$ cat src/design/s5rp_pkg.sv
// Shared types and constants for the SOCKS5 request parser.
package s5rp_pkg;

    localparam logic [7:0] SOCKS_VERSION = 8'd5;
    localparam logic [7:0] ATYP_IPV4     = 8'd1;
    localparam logic [7:0] ATYP_DOMAIN   = 8'd3;
    localparam logic [7:0] ATYP_IPV6     = 8'd4;
    localparam logic [7:0] LEN_IPV4      = 8'd4;
    localparam logic [7:0] LEN_IPV6      = 8'd16;
    localparam logic [8:0] PORT_BYTES    = 9'd2;
    localparam logic [8:0] HDR_BYTES     = 9'd4;
    localparam logic [8:0] HDR_DLEN_BYTES = 9'd5;

    localparam logic       KIND_ADDR = 1'b0;
    localparam logic       KIND_END  = 1'b1;

    localparam logic [1:0] STATUS_OK          = 2'd0;
    localparam logic [1:0] STATUS_INVALID     = 2'd1;
    localparam logic [1:0] STATUS_UNSUPPORTED = 2'd2;

    typedef enum logic [2:0] {
        PH_HDR  = 3'd0,
        PH_DLEN = 3'd1,
        PH_ADDR = 3'd2,
        PH_PHI  = 3'd3,
        PH_PLO  = 3'd4
    } phase_t;

    typedef struct packed {
        phase_t      phase;
        logic [8:0]  byte_count;
        logic        saw_bad_header;
        logic [7:0]  command;
        logic [7:0]  addr_type;
        logic [7:0]  length;
        logic [7:0]  port_high;
        logic        domain_has_nul;
    } state_t;

    typedef struct packed {
        logic        result_kind;
        logic [7:0]  address_byte;
        logic [7:0]  address_index;
        logic [1:0]  status;
        logic [7:0]  command;
        logic [7:0]  address_type;
        logic [15:0] port;
        logic [7:0]  address_length;
        logic [8:0]  consumed_count;
    } result_t;

    localparam state_t STATE_FRESH = '{
        phase:          PH_HDR,
        byte_count:     9'd0,
        saw_bad_header: 1'b0,
        command:        8'd0,
        addr_type:      8'd0,
        length:         8'd0,
        port_high:      8'd0,
        domain_has_nul: 1'b0
    };

endpackage

$ cat src/design/s5rp_step.sv
// Per-byte decode: next parser state and the result caused by one byte.
module s5rp_step import s5rp_pkg::*; (
    input  state_t      state_in,
    input  logic [7:0]  data_byte,
    input  logic        restart,
    output state_t      state_out,
    output logic        result_valid,
    output result_t     result
);

    state_t      cur;
    logic [8:0]  offset;
    logic [8:0]  idx_full;
    logic [7:0]  idx;
    logic [8:0]  idx_plus1;
    logic [15:0] port_full;
    logic [8:0]  consumed_ok;
    logic [8:0]  bc_inc;

    assign cur         = restart ? STATE_FRESH : state_in;
    assign offset      = (cur.addr_type == ATYP_DOMAIN) ? HDR_DLEN_BYTES : HDR_BYTES;
    assign idx_full    = cur.byte_count - offset;
    assign idx         = idx_full[7:0];
    assign idx_plus1   = {1'b0, idx} + 9'd1;
    assign port_full   = {cur.port_high, data_byte};
    assign consumed_ok = offset + {1'b0, cur.length} + PORT_BYTES;
    assign bc_inc      = cur.byte_count + 9'd1;

    // next state
    always_comb begin
        state_out = cur;
        unique case (cur.phase)
            PH_DLEN: begin
                state_out.byte_count = bc_inc;
                if (data_byte == 8'd0) begin
                    state_out = STATE_FRESH;
                end else begin
                    state_out.length = data_byte;
                    state_out.phase  = PH_ADDR;
                end
            end
            PH_ADDR: begin
                state_out.byte_count = bc_inc;
                if (cur.addr_type == ATYP_DOMAIN && data_byte == 8'd0) begin
                    state_out.domain_has_nul = 1'b1;
                end
                if (idx_plus1 >= {1'b0, cur.length}) begin
                    state_out.phase = PH_PHI;
                end
            end
            PH_PHI: begin
                state_out.byte_count = bc_inc;
                state_out.port_high  = data_byte;
                state_out.phase      = PH_PLO;
            end
            PH_PLO: begin
                state_out = STATE_FRESH;
            end
            default: begin
                case (cur.byte_count)
                    9'd0: begin
                        state_out.phase          = PH_HDR;
                        state_out.saw_bad_header = (data_byte != SOCKS_VERSION);
                        state_out.byte_count     = 9'd1;
                    end
                    9'd1: begin
                        state_out.command    = data_byte;
                        state_out.byte_count = 9'd2;
                    end
                    9'd2: begin
                        if (data_byte != 8'd0) begin
                            state_out.saw_bad_header = 1'b1;
                        end
                        state_out.byte_count = 9'd3;
                    end
                    default: begin
                        state_out.addr_type  = data_byte;
                        state_out.byte_count = HDR_BYTES;
                        if (cur.saw_bad_header) begin
                            state_out = STATE_FRESH;
                        end else if (data_byte == ATYP_IPV4) begin
                            state_out.length = LEN_IPV4;
                            state_out.phase  = PH_ADDR;
                        end else if (data_byte == ATYP_IPV6) begin
                            state_out.length = LEN_IPV6;
                            state_out.phase  = PH_ADDR;
                        end else if (data_byte == ATYP_DOMAIN) begin
                            state_out.phase = PH_DLEN;
                        end else begin
                            state_out = STATE_FRESH;
                        end
                    end
                endcase
            end
        endcase
    end

    // result
    always_comb begin
        result_valid = 1'b0;
        result       = '0;
        unique case (cur.phase)
            PH_DLEN: begin
                if (data_byte == 8'd0) begin
                    result_valid        = 1'b1;
                    result.result_kind  = KIND_END;
                    result.status       = STATUS_INVALID;
                    result.command      = cur.command;
                    result.address_type = cur.addr_type;
                end
            end
            PH_ADDR: begin
                result_valid         = 1'b1;
                result.result_kind   = KIND_ADDR;
                result.address_byte  = data_byte;
                result.address_index = idx;
            end
            PH_PHI: begin
                result_valid = 1'b0;
            end
            PH_PLO: begin
                result_valid          = 1'b1;
                result.result_kind    = KIND_END;
                result.command        = cur.command;
                result.address_type   = cur.addr_type;
                result.port           = port_full;
                result.address_length = cur.length;
                if (cur.domain_has_nul || port_full == 16'd0) begin
                    result.status = STATUS_INVALID;
                end else begin
                    result.status         = STATUS_OK;
                    result.consumed_count = consumed_ok;
                end
            end
            default: begin
                if (cur.byte_count != 9'd0 && cur.byte_count != 9'd1
                        && cur.byte_count != 9'd2) begin
                    if (cur.saw_bad_header) begin
                        result_valid        = 1'b1;
                        result.result_kind  = KIND_END;
                        result.status       = STATUS_INVALID;
                        result.command      = cur.command;
                        result.address_type = data_byte;
                    end else if (data_byte != ATYP_IPV4 && data_byte != ATYP_IPV6
                            && data_byte != ATYP_DOMAIN) begin
                        result_valid          = 1'b1;
                        result.result_kind    = KIND_END;
                        result.status         = STATUS_UNSUPPORTED;
                        result.command        = cur.command;
                        result.address_type   = data_byte;
                        result.consumed_count = HDR_BYTES;
                    end
                end
            end
        endcase
    end

endmodule

$ cat src/design/socks5_request_parser.sv
// Top level of the SOCKS5 request parser: handshakes, state and result registers.
// A result appears on the m_ side in the cycle after its byte is accepted.
// Throughput: one byte per cycle; s_ready drops only while a held result is stalled.
// The result register decouples the sides, so a byte is taken while a result is taken.
// Reset (aresetn low, synchronous): parser returns to the first header byte,
// the result register is emptied.
module socks5_request_parser import s5rp_pkg::*; (
    input  logic        aclk,
    input  logic        aresetn,
    input  logic        s_valid,
    output logic        s_ready,
    input  logic [7:0]  s_data_byte,
    input  logic        s_restart,
    output logic        m_valid,
    input  logic        m_ready,
    output logic        m_result_kind,
    output logic [7:0]  m_address_byte,
    output logic [7:0]  m_address_index,
    output logic [1:0]  m_status,
    output logic [7:0]  m_command,
    output logic [7:0]  m_address_type,
    output logic [15:0] m_port,
    output logic [7:0]  m_address_length,
    output logic [8:0]  m_consumed_count
);

    state_t  state_reg;
    state_t  state_next;
    logic    res_valid;
    result_t res;
    logic    out_valid_reg;
    logic    out_valid_next;
    result_t out_reg;
    logic    accept;

    assign s_ready = !out_valid_reg || m_ready;
    assign accept  = s_valid && s_ready;

    s5rp_step u_step (
        .state_in     (state_reg),
        .data_byte    (s_data_byte),
        .restart      (s_restart),
        .state_out    (state_next),
        .result_valid (res_valid),
        .result       (res)
    );

    always_comb begin
        out_valid_next = out_valid_reg && !m_ready;
        if (accept) begin
            out_valid_next = res_valid;
        end
    end

    always_ff @(posedge aclk) begin
        if (!aresetn) begin
            state_reg     <= STATE_FRESH;
            out_valid_reg <= 1'b0;
        end else begin
            out_valid_reg <= out_valid_next;
            if (accept) begin
                state_reg <= state_next;
            end
        end
    end

    // hold the result until the transaction completes
    always_ff @(posedge aclk) begin
        if (accept && res_valid) begin
            out_reg <= res;
        end
    end

    assign m_valid          = out_valid_reg;
    assign m_result_kind    = out_reg.result_kind;
    assign m_address_byte   = out_reg.address_byte;
    assign m_address_index  = out_reg.address_index;
    assign m_status         = out_reg.status;
    assign m_command        = out_reg.command;
    assign m_address_type   = out_reg.address_type;
    assign m_port           = out_reg.port;
    assign m_address_length = out_reg.address_length;
    assign m_consumed_count = out_reg.consumed_count;

endmodule
$ cat config.mk
export PLATFORM = sky130hd
export DESIGN_NAME = socks5_request_parser
export DESIGN_NICKNAME = d
export VERILOG_FILES = /design/src/design/s5rp_pkg.sv /design/src/design/s5rp_step.sv /design/src/design/socks5_request_parser.sv
export SDC_FILE = /design/constraint.sdc
export NUM_CORES = 1
export LEC_CHECK = 0
export BUFFER_PORTS_ARGS = -buffer_cell sky130_fd_sc_hd__clkbuf_2
export CAP_MARGIN = 20
export CELL_PAD_IN_SITES_DETAIL_PLACEMENT = 1
export CELL_PAD_IN_SITES_GLOBAL_PLACEMENT = 1
export CORE_ASPECT_RATIO = 1.1
export CORE_UTILIZATION = 48
export DETAILED_ROUTE_END_ITERATION = 6
export PLACE_DENSITY_LB_ADDON = 0.1
export SETUP_SLACK_MARGIN = 0.2
export SLEW_MARGIN = 30
export SYNTH_ARGS = -nofsm -noshare
export SYNTH_HDL_FRONTEND = slang
export SYNTH_HIERARCHICAL = 1
export SYNTH_SLANG_ARGS = --single-unit
$ cat constraint.sdc
create_clock -name aclk -period 15.4 [get_ports aclk]
set_input_delay 1.54 -clock aclk [delete_from_list [all_inputs] [get_ports aclk]]
set_output_delay 1.54 -clock aclk [all_outputs]
set_load 0.01 [all_outputs]
**Yosys cells after proc, flatten, opt, wreduce, memory -nomap -nowiden**

Cells that the tools add are included.

- Add/subtract/negate cells: 5
- Order comparisons: 1
- Eq/ne operators: 16
- Mux-type cells: 47
- Reductions and logical operators: 23

Operators with widths:

| operator | number |
|---|---|
| two-way mux 46 bit | 2 |
| two-way mux 26 bit | 3 |
| case mux 25 bit (3 select lines) | 1 |
| two-way mux 18 bit | 3 |
| two-way mux 9 bit | 6 |
| case mux 18 bit (3 select lines) | 1 |
| case mux 12 bit (4 select lines) | 1 |
| two-way mux 37 bit | 1 |
| case mux 8 bit (4 select lines) | 1 |
| case mux 9 bit (3 select lines) | 1 |
| two-way mux 25 bit | 1 |
| two-way mux 8 bit | 3 |
| case mux 9 bit (2 select lines) | 1 |
| two-way mux 17 bit | 1 |
| equality test 8 x 2 -> 1 bit, second input constant | 2 |
| zero test 16 bit | 1 |
| != test 8 x 3 -> 1 bit, second input constant | 2 |
| case mux 8 bit (2 select lines) | 1 |
| two-way mux 3 bit | 4 |
| two-way mux 1 bit | 10 |
| adder 8 x 1 -> 9 bit, second input constant | 1 |
| adder 9 x 1 -> 9 bit, second input constant | 1 |
| adder 9 x 2 -> 9 bit, second input constant | 1 |
| adder 9 x 8 -> 9 bit | 1 |
| other kinds (26) | 42 |

- Register bits: 115
- Bits of input ports: 13
- Output and inout port bits: 70
- Logic and storage cells: 110

**Logic depth before layout (Yosys ltp)**

Gate-level depths: netlist of run 1.

- Depth in word-level cells: 8
- Depth in mapped cells: 20
- Mapped depth without buffers: 18

**Modules after synthesis**

Netlist of run 1, hierarchy kept.

Modules (own cells, without submodules):

| module | times used | cells each | area an instance (µm²) |
|---|---|---|---|
| socks5_request_parser | 1 | 273 | 3968.8 |
| s5rp_step | 1 | 391 | 2409.8 |

**Worst setup path after synthesis of run 1**

No wires, ideal clock.

- Path type: in2reg
- From: in s_restart
- To: reg out_reg (netlist bit m_address_byte[0]) (enable)
- Library setup time: 0.502 ns
- Data arrival time: 6.665 ns
- Required time: 14.898 ns
- Slack: 8.233 ns
- Stages on the path: 13
- Cell sequence: clkbuf_1 > inv_2 > nand2_1 > inv_1 > ha_1 > or3_1 > a21oi_2 > o31a_1 > buf_6 > nor2_1 > nand2_1 > nand2_1 > nor2b_1

- Longest elaborated chain between the ends: 7

Ends and longest elaborated chain:

| item | RTL line | RTL |
|---|---|---|
| start: declaration | socks5_request_parser.sv:13 | `input logic s_restart,` |
| two-way mux 46 bit (*) | s5rp_step.sv:20 | `assign cur = restart ? STATE_FRESH : state_in;` |
| != test 9 x 1 -> 1 bit / nonzero test 9 bit (equally long branches) | s5rp_step.sv:136 | `if (cur.byte_count != 9'd0 && cur.byte_count != 9'd1` |
| logical AND 1 bit | s5rp_step.sv:136 |  |
| logical AND 1 bit | s5rp_step.sv:137 | `&& cur.byte_count != 9'd2) begin` |
| two-way mux 1 bit | s5rp_step.sv:136 |  |
| case mux 1 bit (3 select lines) (*) | s5rp_step.sv:102 | `unique case (cur.phase)` |
| named net res_valid | socks5_request_parser.sv:29 | `logic res_valid;` |
| logical AND 1 bit (*) | socks5_request_parser.sv:69 | `if (accept && res_valid) begin` |
| end signal: assignment | socks5_request_parser.sv:70 | `out_reg <= res;` |
| end: declaration | socks5_request_parser.sv:33 | `result_t out_reg;` |

Mark *: on every way through the listed nets, which the timed path passes. The rest lies on a longest branch.
A chain may end at the register's enable or synchronous reset.

==> reports/metrics.yaml, run 1 <==
status: "complete, but fails checks"
violations: "DRC"
max-slew-margin-rel_pct: 36.52
yosys_register_bits: 115
hold_path.class: "flip-flop to flip-flop"
pre_cts_slack_ns: 9.415
vias_per_cell: 5.830
io_buffers: 82
p_leak_nw: 2.926
p_sw_w: 0.0001751
drt_iter0_drc: 442
grtUsageTotal_pct: 26.75
tritoncts: "done"
row_count: 43
drv_cap: 0
cp.arrival_ns: 5.93
syn_nets: 694
syn2layout_area_growth_pct: 14.93
switching_share_pct: 23.16
syn_inst: 664
start_util_pct: 49.81
power_frac_clock_pct: 49.5
ys_seq_area_share_pct: 46.76
path_clk_slew_ns: 0.05
first_pass_iters: 7
netlist_top_cells_area: "edfxtp_1, dfxtp_1, nand2_1"
final-max-slew-violation-count: 0
setup_violations: 0
crit_chain: "clkbuf_2, buf_4, inv_2, nand2_1, ha_1, nand2b_1, mux2_2, a311o_1, a22o_1, a21oi_1, o221ai_1, ha_1, a21o_1, a21oi_1, o31ai_1, a221o_1, a31o_2, nand2_1, mux2i_1"
vias: 5241
fin_ws_ns: 9.724
gr-total-overflow: 0
antenna_found_initial: 0
holdPathStages: 2
root_buffer: "clkbuf_16"
numCtsBuffers: 17
cts_max_level: 4
rsz0062_at_grt: "no"
largest_reg_flops: 46
intPower_w: 0.0005807
r2r_start: "state_reg[20]"
synthArstFlopShare_pct: 0
hpwl_mm: 12.03
crit_type: "primary input to flip-flop"
core_um2: 12800
drt_wl_total_mm: 17.76
grt_max_degree: 94
cts.sinks: 115
synth_top_flop_cell: "edfxtp_1"
ir_drop_uv: 53.85
post_cts_resized: 0
final.min_clock_period_ns: 5.676
end_kind: "flip-flop"
max_stage_delay_ns: 0.47
cpMaxStageDelayCell: "inv_2"
cp_data_required_time_ns: 15.66
grt_pass1_wl_mm: 27.84
fin_nets: 759
final_hold_viol_count: 0
ant_nets: 0
hp-start: "state_reg[32]"
r2r_cells: 17
ios: 83
crit_start: "s_restart"
die_y_um: 122.9
yosysMostFrequentCell: "nand2_1"
yosysWarnings: 6
fillCellCount: 1448
synth_area_um2: 6379
cts_buffer_depth: 2
tns_ns: 0
n_antenna_cell: 0
drive_above_1_share_pct: 17.12
clkLatencyLatePin_ns: 0.41
yosys.area.top_type: "edfxtp_1"
die_x_um: 111.9
grt_pass1_vias: 5256
cts_setup_buffers: 0
worst_pin_slew_ns: 0.9442
synth_commonest_cells: "nand2_1, edfxtp_1, nor2_1, dfxtp_1, mux2i_1"
clock_skew_ns: 0.006825
cp-start-kind: "primary input"
cts-hold-fix-buffers: 0
synth.distinct_cells: 64
wl_per_cell_um: 19.76
p_seq_share_pct: 44.0
combinationalPowerShare_pct: 6.5
gp_congestion: 0.8813
fmax_mhz: 176.2
yosysTopAreaCellShare_pct: 32.01
power.density_nw_per_um2: 103.1
synth-edff-count: 68
synth_area_per_cell_um2: 9.606
cp_max_fo: 35
drcViolationCount: 8
post-route-period-util_pct: 36.86
die_area_um2: 13750
power groups by stage:
stage / registers (W) / clock network (W) / logic (W)
after floorplan: 0.000341 / 0 / 0.0000335
after global placement: 0.000339 / 0 / 0.0000474
after detailed placement: 0.000339 / 0 / 0.0000490
after CTS: 0.000333 / 0.000382 / 0.0000493
after global routing: 0.000333 / 0.000392 / 0.0000532
final: 0.000333 / 0.000374 / 0.0000494
metrics by stage:
step	total power [W]	instances	instance area (um^2)	hold WS [ns]	utilization (%)
finish	0.0007558	899	7331	0.4630	57.25
CTS	0.0007639	899	7331	0.4606	57.25
global route	0.0007786	899	7331	0.4918	57.25
floorplan	0.0003744	664	6379	0.4302	-
detailed placement	0.0003879	867	6777	0.4480	52.92
global placement	0.0003860	867	6777	0.4428	52.92
cell usage in the layout, fill, tap and decap left out, types with 12 or more instances in the layout:
cell,n
a21oi_1,16
a22o_1,21
and2_1,39
clkbuf_16,17
clkbuf_2,82
dfxtp_1,47
edfxtp_1,68
ha_1,17
inv_1,13
mux2i_1,46
nand2_1,136
nand2b_1,12
nor2_1,54
nor3_1,13
o21ai_0,14
cell type report:
| cell class | instances | area, um^2 | area share, % |
|---|---|---|---|
| clock buffer | 21 | 440.4 | 6.008 |
| timing repair buffer | 87 | 447.9 | 6.110 |
| inverter | 14 | 52.55 | 0.7168 |
| sequential | 115 | 2983 | 40.69 |
| tap | 157 | 196.4 | 2.680 |
| clock inverter | 11 | 113.9 | 1.553 |
| multi-input combinational | 494 | 3097 | 42.24 |
worst paths after layout:
path	slack, ns	end
hold reg to reg	0.46	state_reg[32]
hold / removal	0.46	state_reg[32]
setup / recovery	9.72	state_reg[43]
setup reg to reg	11.06	state_reg[43]
layer usage:
metal / global-route usage (%) / vias to the layer above / wire length (um)
met5: 0 / - / 0
met4: 15.71 / 0 / 751
met3: 6.029 / 47 / 901
met2: 45.65 / 173 / 8758
met1: 31.13 / 2557 / 7349
li1: - / 2464 / -
kinds of logic (layout without fill, tap and decap cells):
family	Yosys count	count (layout)	share of synthesized area, %
AOI/OAI and AO/OA	99	99	11.71
and+or+nand+nor	310	310	23.11
muxes	47	47	7.395
DFF	115	115	46.76
xor gates and xnor gates	21	21	2.883
buffers and inverters	55	133	4.806
adders and majority gates	17	17	3.335
worst max-delay path: cells and delay by family:
family | cells | cell delay (ns)
buffers and inverters | 3 | 0.80
AOI/OAI and AO/OA | 9 | 1.86
muxes | 2 | 0.45
and+or+nand+nor | 3 | 0.59
adders and majority gates | 2 | 0.68
Power figures use the tool's default switching activity.
==> run 2: changes to the inputs <==
- CORE_UTILIZATION: 48 -> 45
- clock period: 15.4 -> 5.95 ns (I/O delays scaled with it)
==> reports/metrics.yaml, run 2 (synthesis results as in run 1) <==
final.min_clock_period_ns: 4.542
crit_buf_inv: 0  # -3
ant_nets: 0  # unchanged
grt_pass1_wl_mm: 28.29  # +1.6%
die_area_um2: 14660  # +6.6%
drcViolationCount: 0  # -8
drive_above_1_share_pct: 17.63  # +0.52 points
setup_violations: 0  # unchanged
root_buffer: "clkbuf_16"
drv_cap: 0  # unchanged
die_x_um: 115.5  # +3.2%
cts.sinks: 115  # unchanged
cp_data_required_time_ns: 6.23  # -9.43 ns
tritoncts: "done"
fillCellCount: 1586  # +9.5%
largest_reg_flops: 46  # unchanged
cp-start-kind: "flip-flop"
tns_ns: 0  # unchanged
post-route-period-util_pct: 76.34
wl_per_cell_um: 19.30  # -2.3%
post_cts_resized: 0  # unchanged
core_um2: 13790  # +7.7%
final_cell_mix: "nand2_1, clkbuf_2, edfxtp_1"
ir_drop_uv: 161.7  # +200%
fin_nets: 760  # +0.13%
status: "completed"
gp_congestion: 0.8609  # -2.3%
max-slew-margin-rel_pct: 39.71  # +3.2 points
start_util_pct: 46.24  # -3.6 points
utilization_pct: 53.76  # -3.5 points
crit_chain: "nor4_1, and4_1, ha_1, nand2b_1, o22a_1, o31ai_1, nand2_1, xor2_1, ha_1, a21o_1, a21o_1, a21oi_1, o31ai_1, a221o_1, a31o_2, nand2_1, mux2i_1"
cts-hold-fix-buffers: 0  # unchanged
p_leak_nw: 2.934  # +0.26%
cts_buffer_depth: 2  # unchanged
final_hold_viol_count: 0  # unchanged
worst_pin_slew_ns: 0.9044  # -0.03978 ns
crit_type: "flip-flop to flip-flop"
vias_per_cell: 5.669  # -2.8%
first_pass_iters: 5  # -2
ios: 83  # unchanged
rsz0062_at_grt: "no"
final-max-slew-violation-count: 0  # unchanged
hold_path.class: "flip-flop to flip-flop"
path_clk_slew_ns: 0.06  # about the same
die_y_um: 126.9  # +3.2%
max_stage_delay_ns: 0.48  # about the same
cpMaxStageDelayCell: "o31ai_1"
cts_max_level: 4  # unchanged
gr-total-overflow: 0  # unchanged
io_buffers: 82  # unchanged
syn2layout_area_growth_pct: 16.26
drt_wl_total_mm: 17.97  # +1.2%
row_count: 45  # +4.7%
grtUsageTotal_pct: 25.75  # -1.0 points
cts_setup_buffers: 0  # unchanged
path_delay_family: "compound AO/OA/AOI/OAI gates"
grt_pass1_vias: 5443  # +3.6%
end_kind: "flip-flop"
cp_max_fo: 5  # -86%
vias: 5278  # +0.71%
grt_max_degree: 94  # unchanged
drt_iter0_drc: 317  # -28%
layout_commonest_cell: "nand2_1"
clkLatencyLatePin_ns: 0.42  # about the same
cp.arrival_ns: 4.82  # -1.11 ns
hpwl_mm: 12.12  # +0.72%
fmax_mhz: 220.1
power.density_nw_per_um2: 269.2  # +160%
n_antenna_cell: 0  # unchanged
antenna_found_initial: 0  # unchanged
numCtsBuffers: 17  # unchanged
clock_skew_ns: 0.007198  # +0.0003732 ns
-- run 2: worst paths after layout --
| path | endpoint | slack [ns] | cells after the start | startpoint |
|---|---|---|---|---|
| worst min-delay path | state_reg[32] | 0.46 | 2 | state_reg[32] |
| worst max-delay path | state_reg[43] | 1.41 | 17 | state_reg[20] |
| worst min register to register | state_reg[32] | 0.46 | 2 | state_reg[32] |
| worst max register to register | state_reg[43] | 1.41 | 17 | state_reg[20] |
-- run 2: worst register-to-register path, stage by stage, from the launching register on --
cell      delay [ns]
dfxtp_1         0.33
nor4_1          0.43
and4_1          0.37
ha_1            0.30
nand2b_1        0.17
o22a_1          0.21
o31ai_1         0.48
nand2_1         0.23
xor2_1          0.22
ha_1            0.31
a21o_1          0.18
a21o_1          0.19
a21oi_1         0.19
o31ai_1         0.10
a221o_1         0.33
a31o_2          0.21
nand2_1         0.05
mux2i_1         0.08
-- run 2: metrics by stage --
stage	cells	hold slack [ns]	power, W	area (um^2)	setup slack (ns)
finish	931	0.4612	0.001996	7416	1.408
global route	931	0.4865	0.002054	7416	1.323
CTS	931	0.4621	0.002013	7416	1.499
detailed placement	899	0.4527	0.001006	6835	1.239
global placement	899	0.4416	0.001002	6835	1.514
floorplan	664	0.4302	0.0009682	6381	1.028
-- run 2: cell type report --
| type | count | area (um^2) | area share [%] |
|---|---|---|---|
| clock inverter | 15 | 155.1 | 2.092 |
| inverter | 14 | 52.55 | 0.7086 |
| tap | 188 | 235.2 | 3.172 |
| clock buffer | 17 | 425.4 | 5.736 |
| sequential | 115 | 2983 | 40.22 |
| multi-input combinational | 494 | 3097 | 41.76 |
| timing repair buffer | 88 | 467.9 | 6.310 |
-- run 2: metal layers --
| layer | GRT usage, % | vias to the layer above | part of all wire (%) |
|---|---|---|---|
| met2 | 44.66 | 146 | 51 |
| met4 | 10.31 | 0 | 2.3 |
| met1 | 30.60 | 2627 | 42 |
| met3 | 5.686 | 36 | 4.0 |
| met5 | 0 | - | 0 |
| li1 | - | 2469 | - |
-- run 2: where the power goes --
part           internal [W]  switching (W)  leakage (nW)  total, W
Sequential         0.000854     0.00000610          1.06  0.000860
Clock              0.000617       0.000389         0.272   0.00101
Combinational     0.0000391      0.0000910          1.60  0.000130
Total               0.00151       0.000486          2.93   0.00200
==> run 3: changes to the inputs <==
- CORE_UTILIZATION: 45 -> 41
- clock period: 5.95 -> 4.1 ns (I/O delays scaled with it)
==> reports/metrics.yaml, run 3 (synthesis results as in run 1) <==
status: "completed"
p_sw_w: 0.0007094  # +46%
tritoncts: "done"
max_stage_delay_ns: 0.32  # -0.16 ns
first_pass_iters: 4  # -1
grt_pass1_wl_mm: 30.55  # +8.0%
fmax_mhz: 256.6  # +17%
clkLatencyLatePin_ns: 0.42  # about the same
holdPathStages: 3  # +1
pre_cts_slack_ns: -0.01688  # -1.255 ns
stdcell_area_um2: 7779  # +4.9%
drcViolationCount: 0  # unchanged
n_antenna_cell: 0  # unchanged
cts-hold-fix-buffers: 0  # unchanged
fin_hold_ws_ns: 0.3283  # -0.1329 ns
ir_drop_uv: 248.3  # +54%
drt_iter0_drc: 226  # -29%
final-max-slew-violation-count: 0  # unchanged
crit_top_cell: "a21o_1"
gr-total-overflow: 0  # unchanged
clock_skew_ns: 0.009009  # +0.001811 ns
setup_violations: 0  # unchanged
largest_reg_flops: 46  # unchanged
crit_buf_inv: 2  # +2
drt_wl_total_mm: 19.07  # +6.1%
max-slew-margin-rel_pct: 39.68  # about the same
cpMaxStageDelayCell: "dfxtp_2"
ios: 83  # unchanged
worst_pin_slew_ns: 0.9015  # -0.002925 ns
numCtsBuffers: 17  # unchanged
drive_above_1_share_pct: 23.00  # +5.4 points
r2r_start: "state_reg[24]"
grtUsageTotal_pct: 25.02  # -0.73 points
final_cell_mix: "nand2_1, clkbuf_2, edfxtp_1"
die_x_um: 120.9  # +4.7%
cp_max_fo: 7  # +2
final_hold_viol_count: 0  # unchanged
cp.arrival_ns: 4.17  # -0.65 ns
crit_chain: "nor4_2, buf_4, and4_4, ha_4, buf_6, nand2b_1, a211o_1, and2_0, nor3_2, xor2_1, ha_1, a21o_1, a21o_1, a21oi_1, o31ai_1, a221o_1, a31o_2, nand2_1, mux2i_1"
io_buffers: 82  # unchanged
fin_nets: 791  # +4.1%
min_to: "m_valid"
fillCellCount: 1717  # +8.3%
p_leak_nw: 3.129  # +6.7%
layout_commonest_cell: "nand2_1"
cts.sinks: 115  # unchanged
r2r_cells: 19  # +2
die_y_um: 132.8  # +4.7%
hp-start: "m_ready"
fin_ws_ns: 0.2033  # -1.204 ns
wl_per_cell_um: 19.66  # +1.9%
cts_max_level: 4  # unchanged
power.density_nw_per_um2: 389.8  # +45%
crit_type: "flip-flop to flip-flop"
final.min_clock_period_ns: 3.897  # -0.6458 ns
tns_ns: 0  # unchanged
grt_max_degree: 55  # -41%
vias: 5291  # +0.25%
cp-start-kind: "flip-flop"
rrSetupSlack_ns: 0.20  # -1.20 ns
antenna_found_initial: 0  # unchanged
die_area_um2: 16060  # +9.6%
rsz0062_at_grt: "yes"
vias_per_cell: 5.455  # -3.8%
reg2reg_to: "state_reg[43]"
cp_data_required_time_ns: 4.37  # -1.86 ns
root_buffer: "clkbuf_16"
seq_area_um2: 2985  # about the same
ant_nets: 0  # unchanged
power_frac_clock_pct: 52.3  # +1.9 points
path_clk_slew_ns: 0.05  # about the same
intPower_w: 0.002323  # +54%
p_seq_share_pct: 41.2  # -1.9 points
combinationalPowerShare_pct: 6.6  # about the same
gp_congestion: 0.8738  # +1.5%
switching_share_pct: 23.40  # -0.95 points
path_delay_family: "compound AO/OA/AOI/OAI gates"
grt_pass1_vias: 5468  # +0.46%
end_kind: "flip-flop"
row_count: 47  # +4.4%
start_util_pct: 42.21  # -4.0 points
core_um2: 15110  # +9.6%
postPlaceCellArea_um2: 7051  # +3.1%
cts_buffer_depth: 2  # unchanged
post-route-period-util_pct: 95.04  # +19 points
hpwl_mm: 13.24  # +9.3%
hold_path.class: "primary input to flip-flop"
utilization_pct: 51.47  # -2.3 points
syn2layout_area_growth_pct: 21.95
drv_cap: 0  # unchanged
multi_input_area_um2: 3173  # +2.5%
## run 3: cell count changes in the layout (fill, tap and decap cells not counted), sizes merged
cell      before  now
buf            6   37
clkinv         5    6
bufinv         2    4
inv           18   17
clkinvlp       4    2
## run 3: what timing repair did
action	in CTS	in global routing
gates cloned	0	0
setup buffers	3	0
setup endpoints to repair	1	1
pin swaps	7	1
gates resized for setup	12	3
## run 3: worst max-delay path by stage
stage                          endpoint  slack (ns)  depth (start not counted)     startpoint
after floorplan           state_reg[43]        0.22                         19      s_restart
after global placement    state_reg[43]         0.1                         19  state_reg[20]
after detailed placement  state_reg[43]       -0.02                         19  state_reg[20]
after CTS                 state_reg[43]        0.18                         19  state_reg[24]
after global routing      state_reg[43]       0.009                         19  state_reg[24]
final                     state_reg[43]        0.20                         19  state_reg[24]
## run 3: worst min-delay path, delay by kind of cell
kind | cells | cell delay (ns)
AO/OA/AOI/OAI | 1 | 0.08
buffers and inverters | 1 | 0.07
AND/OR/NAND/NOR | 1 | 0.12
## run 3: per-layer routing
metal  vias up  wire length (um)  track usage, %
li1       2528                 -               -
met1      2590              8304           32.38
met2       141              9338           41.11
met3        32               870           4.655
met4         0               554           9.739
met5         -                 0               0
## run 3: metrics by stage
step,total power (W),std cells
after floorplan,0.001406,664
after global placement,0.001465,935
after detailed placement,0.001470,935
after CTS,0.003066,970
after global routing,0.003135,970
final,0.003032,970
## run 3: final cells by class
type | instances | area share (%)
inverters | 14 | 0.6756
multi-input cells | 494 | 40.79
well taps | 196 | 3.153
clock buffers | 17 | 5.469
clock inverters | 15 | 2.638
repair buffers | 119 | 8.895
flip-flops and latches | 115 | 38.38
## run 3: power groups by stage
stage,Combinational [W],Sequential [W],Clock (W)
after global placement,0.000193,0.00127,0
after CTS,0.000201,0.00125,0.00162
after global routing,0.000216,0.00125,0.00167
final,0.000200,0.00125,0.00158
after floorplan,0.000128,0.00128,0
after detailed placement,0.000198,0.00127,0
